<file path="src/hw/rtl/cholesky_linear_solver_macros.svh">
// Assertion macros shared by the solver.
// Each expects a clock named i_clk and an active low reset named i_rst_n in scope.
`ifndef CHOLESKY_LINEAR_SOLVER_MACROS_SVH
`define CHOLESKY_LINEAR_SOLVER_MACROS_SVH

// The consequent must hold in the same cycle as the antecedent.
`define CLS_ASSERT_SAME(lbl, ante, cons) \
    lbl: assert property (@(posedge i_clk) disable iff (!i_rst_n) (ante) |-> (cons)) \
        else $error("solver assertion failed");

// The consequent must hold in the cycle after the antecedent.
`define CLS_ASSERT_NEXT(lbl, ante, cons) \
    lbl: assert property (@(posedge i_clk) disable iff (!i_rst_n) (ante) |=> (cons)) \
        else $error("solver assertion failed");

`endif

</file>
<file path="src/hw/rtl/cls_pkg.sv">
package cls_pkg;

    localparam int REQ_BITS   = 2;
    localparam int IDX_BITS   = 4;
    localparam int VAL_BITS   = 32;
    localparam int ORDER_BITS = 5;

    localparam logic [REQ_BITS-1:0]   REQ_LOAD_A = 2'd0;
    localparam logic [REQ_BITS-1:0]   REQ_LOAD_B = 2'd1;
    localparam logic [REQ_BITS-1:0]   REQ_SOLVE  = 2'd2;

    localparam logic [ORDER_BITS-1:0] ORDER_RESET = 5'd16;

    typedef enum logic [1:0] {
        ALU_MUL,
        ALU_DIV,
        ALU_SQRT
    } t_alu_op;

    typedef enum logic [1:0] {
        PH_FACT,
        PH_FWD,
        PH_BACK
    } t_phase;

    typedef enum logic [3:0] {
        ST_IDLE,
        ST_DOT_START,
        ST_DOT_RA,
        ST_DOT_RB,
        ST_DOT_MUL,
        ST_DOT_ACC,
        ST_BASE_RD,
        ST_BASE_OP,
        ST_BASE_WAIT,
        ST_EMIT_RD,
        ST_EMIT_SHOW
    } t_state;

endpackage

</file>
<file path="src/hw/rtl/cls_alu.sv">
module cls_alu #(
    parameter int W = 32,
    parameter int F = 16
) (
    input  logic                i_clk,
    input  logic                i_rst_n,
    input  logic                i_start,
    input  cls_pkg::t_alu_op    i_op,
    input  logic signed [W-1:0] i_a,
    input  logic signed [W-1:0] i_b,
    output logic                o_done,
    output logic signed [W-1:0] o_res
);

    localparam int QW   = W + F;
    localparam int SB   = (W + F + 1) / 2;
    localparam int NB   = 2 * SB;
    localparam int PW   = 2 * W;
    localparam int MW   = (PW > QW) ? PW : QW;
    localparam int RW   = (W > SB + 2) ? W : SB + 2;
    localparam int CNTW = $clog2(NB + 1);

    localparam logic [W-1:0] WMAX = {1'b0, {(W-1){1'b1}}};
    localparam logic [W-1:0] WMIN = {1'b1, {(W-1){1'b0}}};

    logic             r_busy, r_fin, r_done, r_neg;
    cls_pkg::t_alu_op r_op;
    logic [CNTW-1:0]  r_cnt;
    logic [NB-1:0]    r_num;
    logic [W-1:0]     r_den;
    logic [RW-1:0]    r_rem;
    logic [QW-1:0]    r_quo;
    logic [PW-1:0]    r_prod;
    logic [W-1:0]     r_res;

    logic [W-1:0]     ma, mb;
    logic [W:0]       div_rem2;
    logic             div_bit;
    logic [SB+3:0]    sq_rem2;
    logic [SB+3:0]    sq_trial;
    logic             sq_bit;
    logic [MW-1:0]    fin_mag, fin_lim, fin_sat;
    logic [PW-1:0]    mul_sh;

    assign ma = i_a[W-1] ? W'(-i_a) : W'(i_a);
    assign mb = i_b[W-1] ? W'(-i_b) : W'(i_b);

    always_comb begin
        div_rem2 = {r_rem[W-1:0], r_num[NB-1]};
        div_bit  = (div_rem2 >= {1'b0, r_den});
        sq_rem2  = {r_rem[SB+1:0], r_num[NB-1:NB-2]};
        sq_trial = (SB+4)'({r_quo[SB-1:0], 2'b01});
        sq_bit   = (sq_rem2 >= sq_trial);
        mul_sh   = r_prod >> F;
        if (r_op == cls_pkg::ALU_MUL) begin
            fin_mag = MW'(mul_sh) + MW'(r_neg && (r_prod[F-1:0] != '0));
        end else begin
            fin_mag = MW'(r_quo);
        end
        fin_lim = r_neg ? MW'(WMIN) : MW'(WMAX);
        fin_sat = (fin_mag > fin_lim) ? fin_lim : fin_mag;
    end

    always_ff @(posedge i_clk) begin
        if (!i_rst_n) begin
            r_busy <= 1'b0;
            r_fin  <= 1'b0;
            r_done <= 1'b0;
        end else begin
            r_done <= 1'b0;
            if (i_start) begin
                r_op  <= i_op;
                r_rem <= '0;
                r_quo <= '0;
                r_num <= NB'(ma) << F;
                r_den <= mb;
                case (i_op)
                    cls_pkg::ALU_MUL: begin
                        r_prod <= PW'(ma) * PW'(mb);
                        r_neg  <= i_a[W-1] ^ i_b[W-1];
                        r_busy <= 1'b1;
                        r_fin  <= 1'b1;
                    end
                    cls_pkg::ALU_DIV: begin
                        r_neg <= i_a[W-1] ^ i_b[W-1];
                        if (mb == '0) begin
                            // Zero divisor saturates by the sign of the dividend, or gives zero for a zero dividend.
                            r_res  <= (i_a == '0) ? '0 : (i_a[W-1] ? WMIN : WMAX);
                            r_done <= 1'b1;
                        end else begin
                            r_cnt  <= CNTW'(NB);
                            r_busy <= 1'b1;
                            r_fin  <= 1'b0;
                        end
                    end
                    default: begin
                        r_neg  <= 1'b0;
                        r_cnt  <= CNTW'(SB);
                        r_busy <= 1'b1;
                        r_fin  <= 1'b0;
                    end
                endcase
            end else if (r_busy && !r_fin) begin
                if (r_op == cls_pkg::ALU_DIV) begin
                    r_rem <= div_bit ? RW'(div_rem2 - {1'b0, r_den}) : RW'(div_rem2);
                    r_quo <= {r_quo[QW-2:0], div_bit};
                    r_num <= r_num << 1;
                end else begin
                    r_rem <= sq_bit ? RW'(sq_rem2 - sq_trial) : RW'(sq_rem2);
                    r_quo <= {r_quo[QW-2:0], sq_bit};
                    r_num <= r_num << 2;
                end
                r_cnt <= r_cnt - 1'b1;
                if (r_cnt == CNTW'(1)) begin
                    r_fin <= 1'b1;
                end
            end else if (r_busy) begin
                r_res  <= r_neg ? W'(-fin_sat) : W'(fin_sat);
                r_done <= 1'b1;
                r_busy <= 1'b0;
                r_fin  <= 1'b0;
            end
        end
    end

    assign o_done = r_done;
    assign o_res  = r_res;

endmodule

</file>
<file path="config.mk">
export PLATFORM = sky130hd
export DESIGN_NAME = cls_alu
export DESIGN_NICKNAME = d
export VERILOG_FILES = /design/src/hw/rtl/cholesky_linear_solver_macros.svh /design/src/hw/rtl/cls_pkg.sv /design/src/hw/rtl/cls_alu.sv
export SDC_FILE = /design/constraint.sdc
export NUM_CORES = 2
export LEC_CHECK = 0
export BUFFER_PORTS_ARGS = -buffer_cell sky130_fd_sc_hd__buf_4
export CORE_AREA = 2 2 319 321
export CTS_BUF_LIST = sky130_fd_sc_hd__clkbuf_8
export CTS_CLUSTER_DIAMETER = 120
export DETAILED_ROUTE_END_ITERATION = 10
export DIE_AREA = 0 0 321 323
export PLACE_DENSITY = 0.63
export SLEW_MARGIN = 10
export SYNTH_ARGS = -nofsm -noshare
export SYNTH_HDL_FRONTEND = slang
export SYNTH_SLANG_ARGS = --single-unit
</file>
<file path="constraint.sdc">
create_clock -name i_clk -period 18.2 [get_ports i_clk]
set_clock_uncertainty 0.1 [all_clocks]
set_input_delay 0.91 -clock i_clk [delete_from_list [all_inputs] [get_ports i_clk]]
set_output_delay 0.91 -clock i_clk [all_outputs]
set_load 0.1 [all_outputs]
</file>
==> metrics <==
result of the run=completed; post-detailed-route wirelength per cell=around 23 µm; Max Buffers Root-to-Sink=3; number of CTS-inserted buffers=46; WL met2=~74 mm; CP max stage cell=nor4_1; flops & latches, synth=roughly 250; Worst-Margin Slew=1.26 ns; Largest stage delay, worst path=around 0.85 ns; wire length on met1=roughly 64 mm; minimum clock period=roughly 12 ns; die width=about 320 µm; Worst Hold Class=reg -> reg; TritonCTS clock tree=yes; kind of critical path=in -> reg; buffers and inverters on the worst path=4; post-synth cell types=roughly 80; post-synthesis async set-or-reset flop share=0%; top sig layer=met5; Mapped Area=between 40000 and 50000 µm²; Area Overhead vs Synth=7.33%; vias per inst=just under 6; Crit path top cell by count=fa_1; Max Clk Rate=approximately 84 MHz; Die Ht=around 320 µm; # setup viols final=0; I/O pin count=~100; yosys warns=0; Buffers on Ports=approximately 100; Data required, critical path=around 18 ns; placed cell area=roughly 53000 µm²; htree depth=2; DRT Wirelength=roughly 160 mm; DP Wirelength=~130 mm; antenna violations before repair=5; first-pass GRT wire length=about 240 mm; full die area=just over 100000 µm²; Root Buffer=clkbuf_8; CTS Hold Bufs=0; routability cong.=0.953; DP Worst Slack=about 5.7 ns; setup repair after global routing missed its margin=no; CTS Sinks=~250; Reg2Reg Setup Slack=~8 ns; core box area=between 100000 and 150000 µm²; endpoints failing hold=0; max-slew violations=0; Starting Density=around 49%; antenna viol nets, final=0; critical-path maximum fanout=13; Final period util=between 60% and 70%; share of cells above drive strength 1=under 10%; top_reg_cell synth=edfxtp_1; EDFF count, synth=249; max_cap viols=0; sequential fraction of the synthesis area=approximately 15%; routed via count=40.6k; largest net degree at the start of global routing=80; DRC Markers=0; row count=approximately 120; vias in the first global route=41.3k; CTS clk-pin slew, worst paths=around 0.060 ns; final instance area=53500 µm²; Relative slew margins=roughly 16%; Synth Area per Inst=a little under 9 µm²; CP endpoint kind=register; WL met3=between 10 and 15 mm; CP startpoint kind=input pin; Worst path top cell family by delay=adder cells; Cells after Synth=5616; Final Worst Setup Slack=roughly 6.3 ns; post_cts resized=0; clk_lat worst skew=0.63 ns; setup TNS=0 ns; initial DRC count=~3.7k; hold slack=0.399 ns; DRT Pass-1 Iters=6; total global-route track usage=between 30% and 40%; crit path DAT=about 12 ns; Post-CTS Setup Bufs=0; GRT overflow=0; Net Count, Synth=6942; Nets=a little under 7k
[sequential cells by signal (all words and copies together) (netlist names)]
register / cells
r_prod: 64
r_quo: 48
o_res: 32
r_den: 32
r_num: 32
r_rem: 32
r_cnt: 6
r_op: 2
o_done: 1
r_busy: 1
r_fin: 1
r_neg: 1
[layout by cell type, fill, tap and decap left out, types with 59 or more instances in the layout]
cell type / instances
xnor2_1: 98
a21oi_1: 158
o21ai_0: 151
ha_1: 360
nand4_1: 59
a21o_1: 59
nor2_1: 756
inv_1: 1041
edfxtp_1: 249
nand3_1: 61
nor3_1: 78
fa_1: 897
buf_4: 212
nand2_1: 646
a211oi_1: 64
xor2_1: 76
[cells by family (layout without fill, tap and decap cells)]
logic type	Yosys count	count (layout)	share of synthesized area [%]
AOI/OAI and AO/OA	666	666	8.71
xor gates and xnor gates	224	224	4.00
adders and majority gates	1257	1257	45.1
buffers and inverters	1309	1338	9.88
DFF	252	252	15.1
muxes	49	49	0.997
other	0	2	0
and+or+nand+nor	1859	1859	16.2
[worst register-to-register path, delay by kind of cell, from the launching register on]
| family | cells | cell delay, ns |
|---|---|---|
| compound gates | 9 | 2.98 |
| flops | 1 | 0.38 |
| buf+inv | 5 | 1.21 |
| simple gates | 14 | 4.07 |
| fa+ha+maj | 4 | 1.19 |
[stage by stage]
step / std cells / utilization (%)
3_3_place_gp: 6872 / 52.2
4_1_cts: 6954 / 53.1
5_1_grt: 6955 / 53.1
3_5_place_dp: 6872 / 52.2
2_1_floorplan: 5616 / -
6_report: 6956 / 53.1
[cell usage after synthesis (11+ instances only)]
cell | number | area (µm²)
nand2_1 | 646 | 2420
o21a_1 | 27 | 203
xor2_1 | 92 | 806
o21bai_1 | 20 | 150
and2_1 | 24 | 150
o41ai_1 | 14 | 123
and3_1 | 27 | 169
nor2b_1 | 56 | 350
or3_1 | 24 | 150
nand2b_1 | 25 | 156
inv_1 | 1024 | 3840
and4_1 | 21 | 184
xnor2_1 | 128 | 1120
buf_1 | 18 | 67.6
o21ai_0 | 152 | 761
nand4_1 | 59 | 369
or4_1 | 18 | 135
fa_1 | 897 | 18000
o31ai_1 | 31 | 233
a21boi_0 | 11 | 82.6
nor2_1 | 757 | 2840
a31oi_1 | 24 | 150
a21oi_1 | 158 | 791
nor4_1 | 31 | 194
a21o_1 | 59 | 443
nand3_1 | 61 | 305
edfxtp_1 | 249 | 7480
clkbuf_1 | 240 | 901
mux2i_1 | 47 | 470
a211oi_1 | 64 | 480
nor3_1 | 80 | 400
o211ai_1 | 22 | 165
ha_1 | 360 | 4500
[metal layers]
layer	up-vias	GRT usage [%]
li1	17700	-
met4	6	12.0
met2	1874	50.3
met5	-	0
met1	20600	42.0
met3	376	5.19
[layout make-up]
cell class	instances	area, µm²
inverters	1043	3920
flip-flops and latches	252	7540
repair buffers	213	1600
fillers	9466	47200
multi-input cells	4055	37900
clock buffers	47	647
clock inverters	35	255
diodes	2	5.00
well taps	1309	1640
[worst paths after layout]
check,startpoint,endpoint,cells past startpoint
max,i_a[6],r_prod[63]$_DFFE_PP_,29
max reg2reg,r_neg$_SDFFCE_PN0P_,o_res[24]$_DFFE_PP_,32
min,r_busy$_SDFFE_PN0P_,r_busy$_SDFFE_PN0P_,2
min reg2reg,r_busy$_SDFFE_PN0P_,r_busy$_SDFFE_PN0P_,2
Power is left out: the tool's default activity adds up to more than one toggle a clock period on the data nets, which glitch-free logic cannot reach.
